--- config.mk ---
export PLATFORM = sky130hd
export DESIGN_NAME = tgp_coder
export DESIGN_NICKNAME = d
export VERILOG_FILES = /design/src/hw/rtl/tgp_pkg.sv /design/src/hw/rtl/tgp_coder.sv
export SDC_FILE = /design/constraint.sdc
export NUM_CORES = 1
export LEC_CHECK = 0
export BUFFER_PORTS_ARGS = -buffer_cell sky130_fd_sc_hd__buf_2
export CAP_MARGIN = 30
export CORE_ASPECT_RATIO = 0.6
export CORE_MARGIN = 8
export CORE_UTILIZATION = 55
export CTS_CLUSTER_DIAMETER = 50
export DETAILED_ROUTE_END_ITERATION = 12
export GPL_TIMING_DRIVEN = 0
export MAX_ROUTING_LAYER = met4
export PLACE_DENSITY = 0.84
export SETUP_SLACK_MARGIN = 0.4
export SLEW_MARGIN = 20
export SYNTH_ARGS = -nofsm -noshare
export SYNTH_HDL_FRONTEND = slang
export SYNTH_SLANG_ARGS = --single-unit
export TNS_END_PERCENT = 1
--- constraint.sdc ---
create_clock -name clk -period 10.85 [get_ports clk]
set_input_delay 0.5425 -clock clk [delete_from_list [all_inputs] [get_ports clk]]
set_output_delay 0.5425 -clock clk [all_outputs]
set_load 0.1 [all_outputs]
--- src/hw/rtl/tgp_pkg.sv ---
// Shared types, constants and coding functions for the ternary gradient pattern block.
`default_nettype none

package tgp_pkg;

    // Fixed field widths
    localparam int PIX_W   = 8;
    localparam int THR_W   = 9;
    localparam int DIM_W   = 11;
    localparam int COORD_W = 10;
    localparam int PAT_W   = 4;
    localparam int CFG_IDX_W = 2;
    localparam int CFG_DATA_W = 11;
    localparam int DIFF_W  = 11;

    // Line store word: two rows above in the upper byte, row above in the lower byte
    localparam int LINE_W = 2 * PIX_W;

    // Geometry defaults
    localparam int MAX_WIDTH_DEF  = 1024;
    localparam int MAX_HEIGHT_DEF = 1024;

    // Configuration register indexes
    localparam logic [CFG_IDX_W-1:0] REG_THRESHOLD = 2'd0;
    localparam logic [CFG_IDX_W-1:0] REG_WIDTH     = 2'd1;
    localparam logic [CFG_IDX_W-1:0] REG_HEIGHT    = 2'd2;

    // Register reset values
    localparam logic [THR_W-1:0] THRESHOLD_RST = 9'd30;
    localparam logic [DIM_W-1:0] WIDTH_RST     = 11'd64;
    localparam logic [DIM_W-1:0] HEIGHT_RST    = 11'd128;

    // Result queue geometry
    localparam int MAX_RES  = 4;
    localparam int RES_CNT_W = 3;
    localparam int Q_DEPTH  = 8;
    localparam int Q_PTR_W  = 3;
    localparam int Q_CNT_W  = 4;

    // Sign codes (sign + 1)
    localparam logic [1:0] SIGN_NEG  = 2'd0;
    localparam logic [1:0] SIGN_ZERO = 2'd1;
    localparam logic [1:0] SIGN_POS  = 2'd2;

    // Pixel request travelling from the input stage to the coder
    typedef struct packed {
        logic [PIX_W-1:0]   pixel;
        logic [COORD_W-1:0] row;
        logic [COORD_W-1:0] col;
        logic               row_ge1;
        logic               row_ge2;
        logic               col_ge1;
        logic               col_ge2;
        logic               right;
        logic               last_row;
    } item_t;

    // One coded result
    typedef struct packed {
        logic [PAT_W-1:0]   pattern;
        logic [COORD_W-1:0] row;
        logic [COORD_W-1:0] col;
        logic               end_of_run;
        logic               end_of_frame;
    } result_t;

    // Ternary sign of a difference: the positive test wins
    function automatic logic [1:0] sign_code(input logic signed [DIFF_W-1:0] d,
                                             input logic [THR_W-1:0] thr);
        logic signed [DIFF_W-1:0] t;
        t = $signed({{(DIFF_W-THR_W){1'b0}}, thr});
        if (d >= t)
        begin
            return SIGN_POS;
        end
        if (d <= -t)
        begin
            return SIGN_NEG;
        end
        return SIGN_ZERO;
    endfunction

    // Pattern code (sign_x + 1) * 3 + (sign_y + 1)
    function automatic logic [PAT_W-1:0] pattern_code(input logic [1:0] sx,
                                                      input logic [1:0] sy);
        return PAT_W'({2'b00, sx} * 4'd3 + {2'b00, sy});
    endfunction

    // Signed difference of two pixels
    function automatic logic signed [DIFF_W-1:0] pix_diff(input logic [PIX_W-1:0] a,
                                                          input logic [PIX_W-1:0] b);
        return $signed({{(DIFF_W-PIX_W){1'b0}}, a}) - $signed({{(DIFF_W-PIX_W){1'b0}}, b});
    endfunction

endpackage

`default_nettype wire

--- src/hw/rtl/tgp_coder.sv ---
// Gradient sign coder: forms up to four results per pixel and the line store write-back.
`default_nettype none

module tgp_coder (
    input  wire logic                                 clk,
    input  wire logic                                 rst_n,
    input  wire logic                                 stage_valid,
    input  wire tgp_pkg::item_t                       item,
    input  wire logic [tgp_pkg::LINE_W-1:0]           line_rd,
    input  wire logic [tgp_pkg::THR_W-1:0]            threshold,
    output logic      [tgp_pkg::RES_CNT_W-1:0]        push_cnt,
    output tgp_pkg::result_t [tgp_pkg::MAX_RES-1:0]   push_res,
    output logic      [tgp_pkg::LINE_W-1:0]           line_wr
);

    localparam int PW = tgp_pkg::PIX_W;

    logic [PW-1:0] above;
    logic [PW-1:0] two_above;

    // Pixel delay registers
    logic [PW-1:0] above_d1_reg;
    logic [PW-1:0] above_d2_reg;
    logic [PW-1:0] two_above_d1_reg;
    logic [PW-1:0] recent0_reg;
    logic [PW-1:0] recent1_reg;

    logic signed [tgp_pkg::DIFF_W-1:0] dx_main;
    logic signed [tgp_pkg::DIFF_W-1:0] dy_main;
    logic signed [tgp_pkg::DIFF_W-1:0] dy_right;
    logic signed [tgp_pkg::DIFF_W-1:0] dx_last;
    logic signed [tgp_pkg::DIFF_W-1:0] zero_diff;

    logic [tgp_pkg::COORD_W-1:0] row_m1;
    logic [tgp_pkg::COORD_W-1:0] col_m1;

    logic                                       take_above;
    logic                                       take_last;
    logic [tgp_pkg::MAX_RES-1:0]                cand_v;
    tgp_pkg::result_t [tgp_pkg::MAX_RES-1:0]    cand;

    assign two_above = line_rd[tgp_pkg::LINE_W-1:PW];
    assign above     = line_rd[PW-1:0];

    // Store the current pixel under the row above
    assign line_wr = {above, item.pixel};

    // Advance the delay line on every coded pixel
    always_ff @(posedge clk or negedge rst_n)
    begin
        if (!rst_n)
        begin
            above_d1_reg     <= '0;
            above_d2_reg     <= '0;
            two_above_d1_reg <= '0;
            recent0_reg      <= '0;
            recent1_reg      <= '0;
        end
        else if (stage_valid)
        begin
            above_d2_reg     <= above_d1_reg;
            above_d1_reg     <= above;
            two_above_d1_reg <= two_above;
            recent1_reg      <= recent0_reg;
            recent0_reg      <= item.pixel;
        end
    end

    // Central differences, zero on the border rows and columns
    assign zero_diff = '0;
    assign dx_main  = item.col_ge2 ? tgp_pkg::pix_diff(above, above_d2_reg) : zero_diff;
    assign dy_main  = item.row_ge2 ? tgp_pkg::pix_diff(recent0_reg, two_above_d1_reg)
                                   : zero_diff;
    assign dy_right = item.row_ge2 ? tgp_pkg::pix_diff(item.pixel, two_above) : zero_diff;
    assign dx_last  = item.col_ge2 ? tgp_pkg::pix_diff(item.pixel, recent1_reg) : zero_diff;

    assign row_m1 = item.row - tgp_pkg::COORD_W'(1);
    assign col_m1 = item.col - tgp_pkg::COORD_W'(1);

    assign take_above = stage_valid && item.row_ge1 && item.col_ge1;
    assign take_last  = stage_valid && item.last_row && item.col_ge1;

    // Candidate results in raster order
    always_comb
    begin
        cand_v[0] = take_above;
        cand_v[1] = take_above && item.right;
        cand_v[2] = take_last;
        cand_v[3] = take_last && item.right;

        cand[0].pattern = tgp_pkg::pattern_code(tgp_pkg::sign_code(dx_main, threshold),
                                                tgp_pkg::sign_code(dy_main, threshold));
        cand[0].row = row_m1;
        cand[0].col = col_m1;
        cand[0].end_of_frame = 1'b0;

        cand[1].pattern = tgp_pkg::pattern_code(tgp_pkg::sign_code(zero_diff, threshold),
                                                tgp_pkg::sign_code(dy_right, threshold));
        cand[1].row = row_m1;
        cand[1].col = item.col;
        cand[1].end_of_frame = 1'b0;

        cand[2].pattern = tgp_pkg::pattern_code(tgp_pkg::sign_code(dx_last, threshold),
                                                tgp_pkg::sign_code(zero_diff, threshold));
        cand[2].row = item.row;
        cand[2].col = col_m1;
        cand[2].end_of_frame = 1'b0;

        cand[3].pattern = tgp_pkg::pattern_code(tgp_pkg::sign_code(zero_diff, threshold),
                                                tgp_pkg::sign_code(zero_diff, threshold));
        cand[3].row = item.row;
        cand[3].col = item.col;
        cand[3].end_of_frame = 1'b1;

        // Mark the last result of this request
        cand[0].end_of_run = !(cand_v[1] || cand_v[2] || cand_v[3]);
        cand[1].end_of_run = !(cand_v[2] || cand_v[3]);
        cand[2].end_of_run = !cand_v[3];
        cand[3].end_of_run = 1'b1;
    end

    // Pack the valid candidates to the front
    always_comb
    begin
        logic [tgp_pkg::RES_CNT_W-1:0] pos;
        pos = '0;
        push_res = '0;
        for (int i = 0; i < tgp_pkg::MAX_RES; i++)
        begin
            if (cand_v[i])
            begin
                push_res[pos[1:0]] = cand[i];
                pos = pos + tgp_pkg::RES_CNT_W'(1);
            end
        end
        push_cnt = pos;
    end

endmodule

`default_nettype wire

==> results.env <==
STATUS='completed'
SYNTH-MAIN-FF-CELL='sky130_fd_sc_hd__dfrtp_1'
SETUP_VIOLATIONS_FINAL=0
SYNTHMOSTINSTANTIATEDCELL='sky130_fd_sc_hd__ha_1'
HOLD-WORST-SLACK_PS=125
DRIVE_GT1_SHARE_PCT=21.3
POST_DP_CELL_AREA_SQ_MM=0.00794
PATH_CLASS='in2out'
PWR_DENSITY_CELL_mW_PER_MM2=105
FIRSTDRTPASSITERS=5
HPWLAFTERDP_MICRONS=19200
CTS.REPAIR_TIMING.SETUP_BUFFER_COUNT=0
NUMCTSBUFFERS=5
POST_ROUTE_SETUP_TNS_PS=0
CLOCK_LATENCY_PS=290
CTSLONGESTPATHBUFFERS=2
POST_CTS_RESIZED=0
TIMING.CRITICAL_PATH.FANOUT_MAX=3
PLACEMENT_ROWS=31
HP-CLASS='in2async'
SYNTH-WARNING-COUNT=0
SYNTH-SEQ-CELLS=40
WORST-R2R-CELL-COUNT=1
SYNTHCELLS=912
DESIGN.FINAL.NETS=1292
VIAS=7554
SYNTHARSTFLOPSHARE_PCT=100
PERIOD_SHARE_PCT=59.8
SYN_AVG_CELL_AREA_SQ_UM=7.54
SETUP.WORST_PATH.START_CLASS='primary input'
COREAREA_SQ_MM=0.0121
SYNTH.TOP_CELLS.BY_AREA='sky130_fd_sc_hd__ha_1, sky130_fd_sc_hd__dfrtp_1, sky130_fd_sc_hd__o21ai_0, sky130_fd_sc_hd__nand2_1, sky130_fd_sc_hd__inv_1'
AVGROUTEDWIREPERCELL_MICRONS=18.2
DIE_HT_MICRONS=103
MAXIMUM_NUMBER_OF_PINS_ON_ONE_NET_BEFORE_GLOBAL_ROUTE_REPAIR=41
ANTENNA_FOUND_INITIAL=0
VIAS_PER_CELL=6.00
GP_ROUTABILITY_CONGESTION=1.01
MAX_SLEW_MARGIN_PCT=45.9
GRT_USAGE_PCT=27.8
SLEW_VIOL_FINAL=0
FINAL_ANTENNA_NET_COUNT=0
DETAILEDROUTE.FIRSTITERATIONVIOLATIONS=712
WORST-ENDPOINT-ARRIVAL_PS=5940
PEAKVDDDROP_V=0.000103
FIRST_GLOBAL_VIAS=7163
CRITICAL_PATH_REQUIRED_PS=10310
RSZ_0062_RAISED_AFTER_GLOBAL_ROUTING='no'
FINAL-SEQ-AREA_SQ_MM=0.00100
CTS-ROOT-BUF='sky130_fd_sc_hd__clkbuf_16'
MULTIINPUTGATEAREA_SQ_MM=0.00530
NUMCLOCKSINKS=40
CLOCK-SKEW-FINAL_PS=3.73
SLEW_AT_THE_PIN_CLOSEST_TO_ITS_MAX_SLEW_LIMIT_PS=791
HOLD_BUFFERS=0
N_FILL_CELL=1008
MAX-CAP-VIOLATIONS=0
DESIGN_AREA_SQ_MM=0.00813
INITIAL_UTILIZATION_PCT=56.6
SYNTH_EDF_COUNT=0
PERIOD_NEEDED_PS=6480
CRITICAL_PATH.ENDPOINT_TYPE='primary output'
HOLD_VIOL=0
CLK_TRANSITION_REPORTED_PATHS_PS=60
IO-PIN-COUNT=185
SYN2LAYOUT_AREA_GROWTH_PCT=18.4
NETLIST-CELL-TYPE-COUNT=63
DIE_W_MICRONS=160
FINALWIRELENGTH_MICRONS=23000
SYNTH.YOSYS.SEQ_AREA_SHARE_PCT=14.6
GRT_OVERFLOW_TOTAL=0
STATIC-LEAKAGE-POWER_nW=4.30
SYNTH_LARGEST_AREA_CELL='sky130_fd_sc_hd__ha_1'
MAPPEDNETLISTAREA_SQ_MM=0.00687
TOP_CELL_TYPES_BY_OCCURRENCE_AFTER_SYNTHESIS='sky130_fd_sc_hd__ha_1, sky130_fd_sc_hd__o21ai_0, sky130_fd_sc_hd__nand2_1'
OVERALL_DIE_AREA_SQ_MM=0.0164
PLACEMENT.IO_BUFFERS=172
GRT_FIRST_PASS_WIRELENGTH_MICRONS=36400
HTREEDEPTH=2
YOSYSTOPAREACELLSHARE_PCT=23.7
TRITONCTS='done'
MAX_FREQ_GHz=0.154
DRC_ERRORS=0
[critical path: stages]
cell,delay [ps]
sky130_fd_sc_hd__buf_2,120
sky130_fd_sc_hd__inv_1,140
sky130_fd_sc_hd__ha_1,200
sky130_fd_sc_hd__inv_1,60
sky130_fd_sc_hd__fa_1,410
sky130_fd_sc_hd__a211oi_1,370
sky130_fd_sc_hd__o21bai_1,160
sky130_fd_sc_hd__a21oi_1,200
sky130_fd_sc_hd__xor2_1,170
sky130_fd_sc_hd__nor2_1,90
sky130_fd_sc_hd__ha_1,360
sky130_fd_sc_hd__nand4_1,120
sky130_fd_sc_hd__nor2_1,60
sky130_fd_sc_hd__a221oi_1,250
sky130_fd_sc_hd__a21boi_0,150
sky130_fd_sc_hd__o311a_1,320
sky130_fd_sc_hd__or3_1,310
sky130_fd_sc_hd__ha_1,280
sky130_fd_sc_hd__ha_1,200
sky130_fd_sc_hd__inv_1,60
sky130_fd_sc_hd__fa_1,470
sky130_fd_sc_hd__nor4_1,330
sky130_fd_sc_hd__a211o_1,130
sky130_fd_sc_hd__buf_2,430
[cells by family (layout without fill, tap and decap cells)]
family / after synthesis / count (layout) / synth area share, %
adder cells (fa/ha/maj): 137 / 137 / 25.7
XOR/XNOR: 23 / 23 / 2.93
AND/OR/NAND/NOR: 321 / 321 / 23.6
flip-flops: 40 / 40 / 14.6
AO/OA/AOI/OAI: 236 / 236 / 21.1
other: 1 / 3 / 0.0546
buffers and inverters: 131 / 312 / 8.34
multiplexers: 23 / 23 / 3.70
[report_power, final]
group / internal [mW] / switching, mW / total [mW] / leakage [nW]
combinational: 0.174 / 0.338 / 0.512 / 3.74
sequential: 0.165 / 0.00800 / 0.173 / 0.479
clock: 0.108 / 0.0645 / 0.173 / 0.0798
total: 0.447 / 0.411 / 0.858 / 4.30
[per-layer routing]
metal	global-route usage (%)	part of all wire, %
met1	39.5	46
met2	40.1	42
met3	5.78	11
met4	5.21	1.3
met5	-	0
[final cells by class]
class                   count  share of cell area [%]
multi-input cells         742                    65.2
flip-flops and latches     40                    12.3
repair buffers            173                    10.8
inverters                  77                    3.55
plain buffers              54                    3.49
well taps                 165                    2.54
clock buffers               5                    1.54
clock inverters             3                   0.523
diodes                      1                  0.0308
[placed cells by master (no fill, tap or decap), drive strengths merged, types with 8 or more instances in the layout]
| cell | instances |
|---|---|
| a21o | 8 |
| nor2b | 16 |
| o21a | 8 |
| xnor2 | 18 |
| ha | 130 |
| buf | 202 |
| dfrtp | 40 |
| o21ai | 99 |
| clkbuf | 30 |
| nand3 | 21 |
| mux2 | 19 |
| inv | 76 |
| a22o | 11 |
| and2 | 39 |
| o31ai | 15 |
| or3 | 14 |
| a21oi | 44 |
| a211oi | 12 |
| nand2 | 88 |
| nand4 | 9 |
| nand2b | 13 |
| nor2 | 54 |
| o22ai | 8 |
| nor3 | 38 |
[final timing paths]
| path | slack (ps) | startpoint | endpoint |
|---|---|---|---|
| max in group asynchronous | 10260 | rst_n | two_above_d1_reg[4]$_DFFE_PN0P_ |
| worst max register to register | 10020 | recent0_reg[3]$_DFFE_PN0P_ | recent0_reg[3]$_DFFE_PN0P_ |
| min in group clk | 470 | line_rd[11] | two_above_d1_reg[3]$_DFFE_PN0P_ |
| worst min-delay path | 120 | rst_n | above_d1_reg[7]$_DFFE_PN0P_ |
| worst min register to register | 490 | above_d1_reg[3]$_DFFE_PN0P_ | above_d2_reg[3]$_DFFE_PN0P_ |
| worst max-delay path | 4370 | item[26] | push_res[50] |
[through the flow]
step	total power, mW	std cells	utilization, %	setup slack (ps)
after floorplan	0.558	913	-	4170
after global placement	0.662	1250	65.4	4620
after detailed placement	0.675	1250	65.4	4530
after CTS	0.850	1258	66.8	4450
after global routing	0.919	1259	67.0	3990
final	0.858	1260	67.0	4370
No activity file was read; power rests on OpenSTA's default activity.
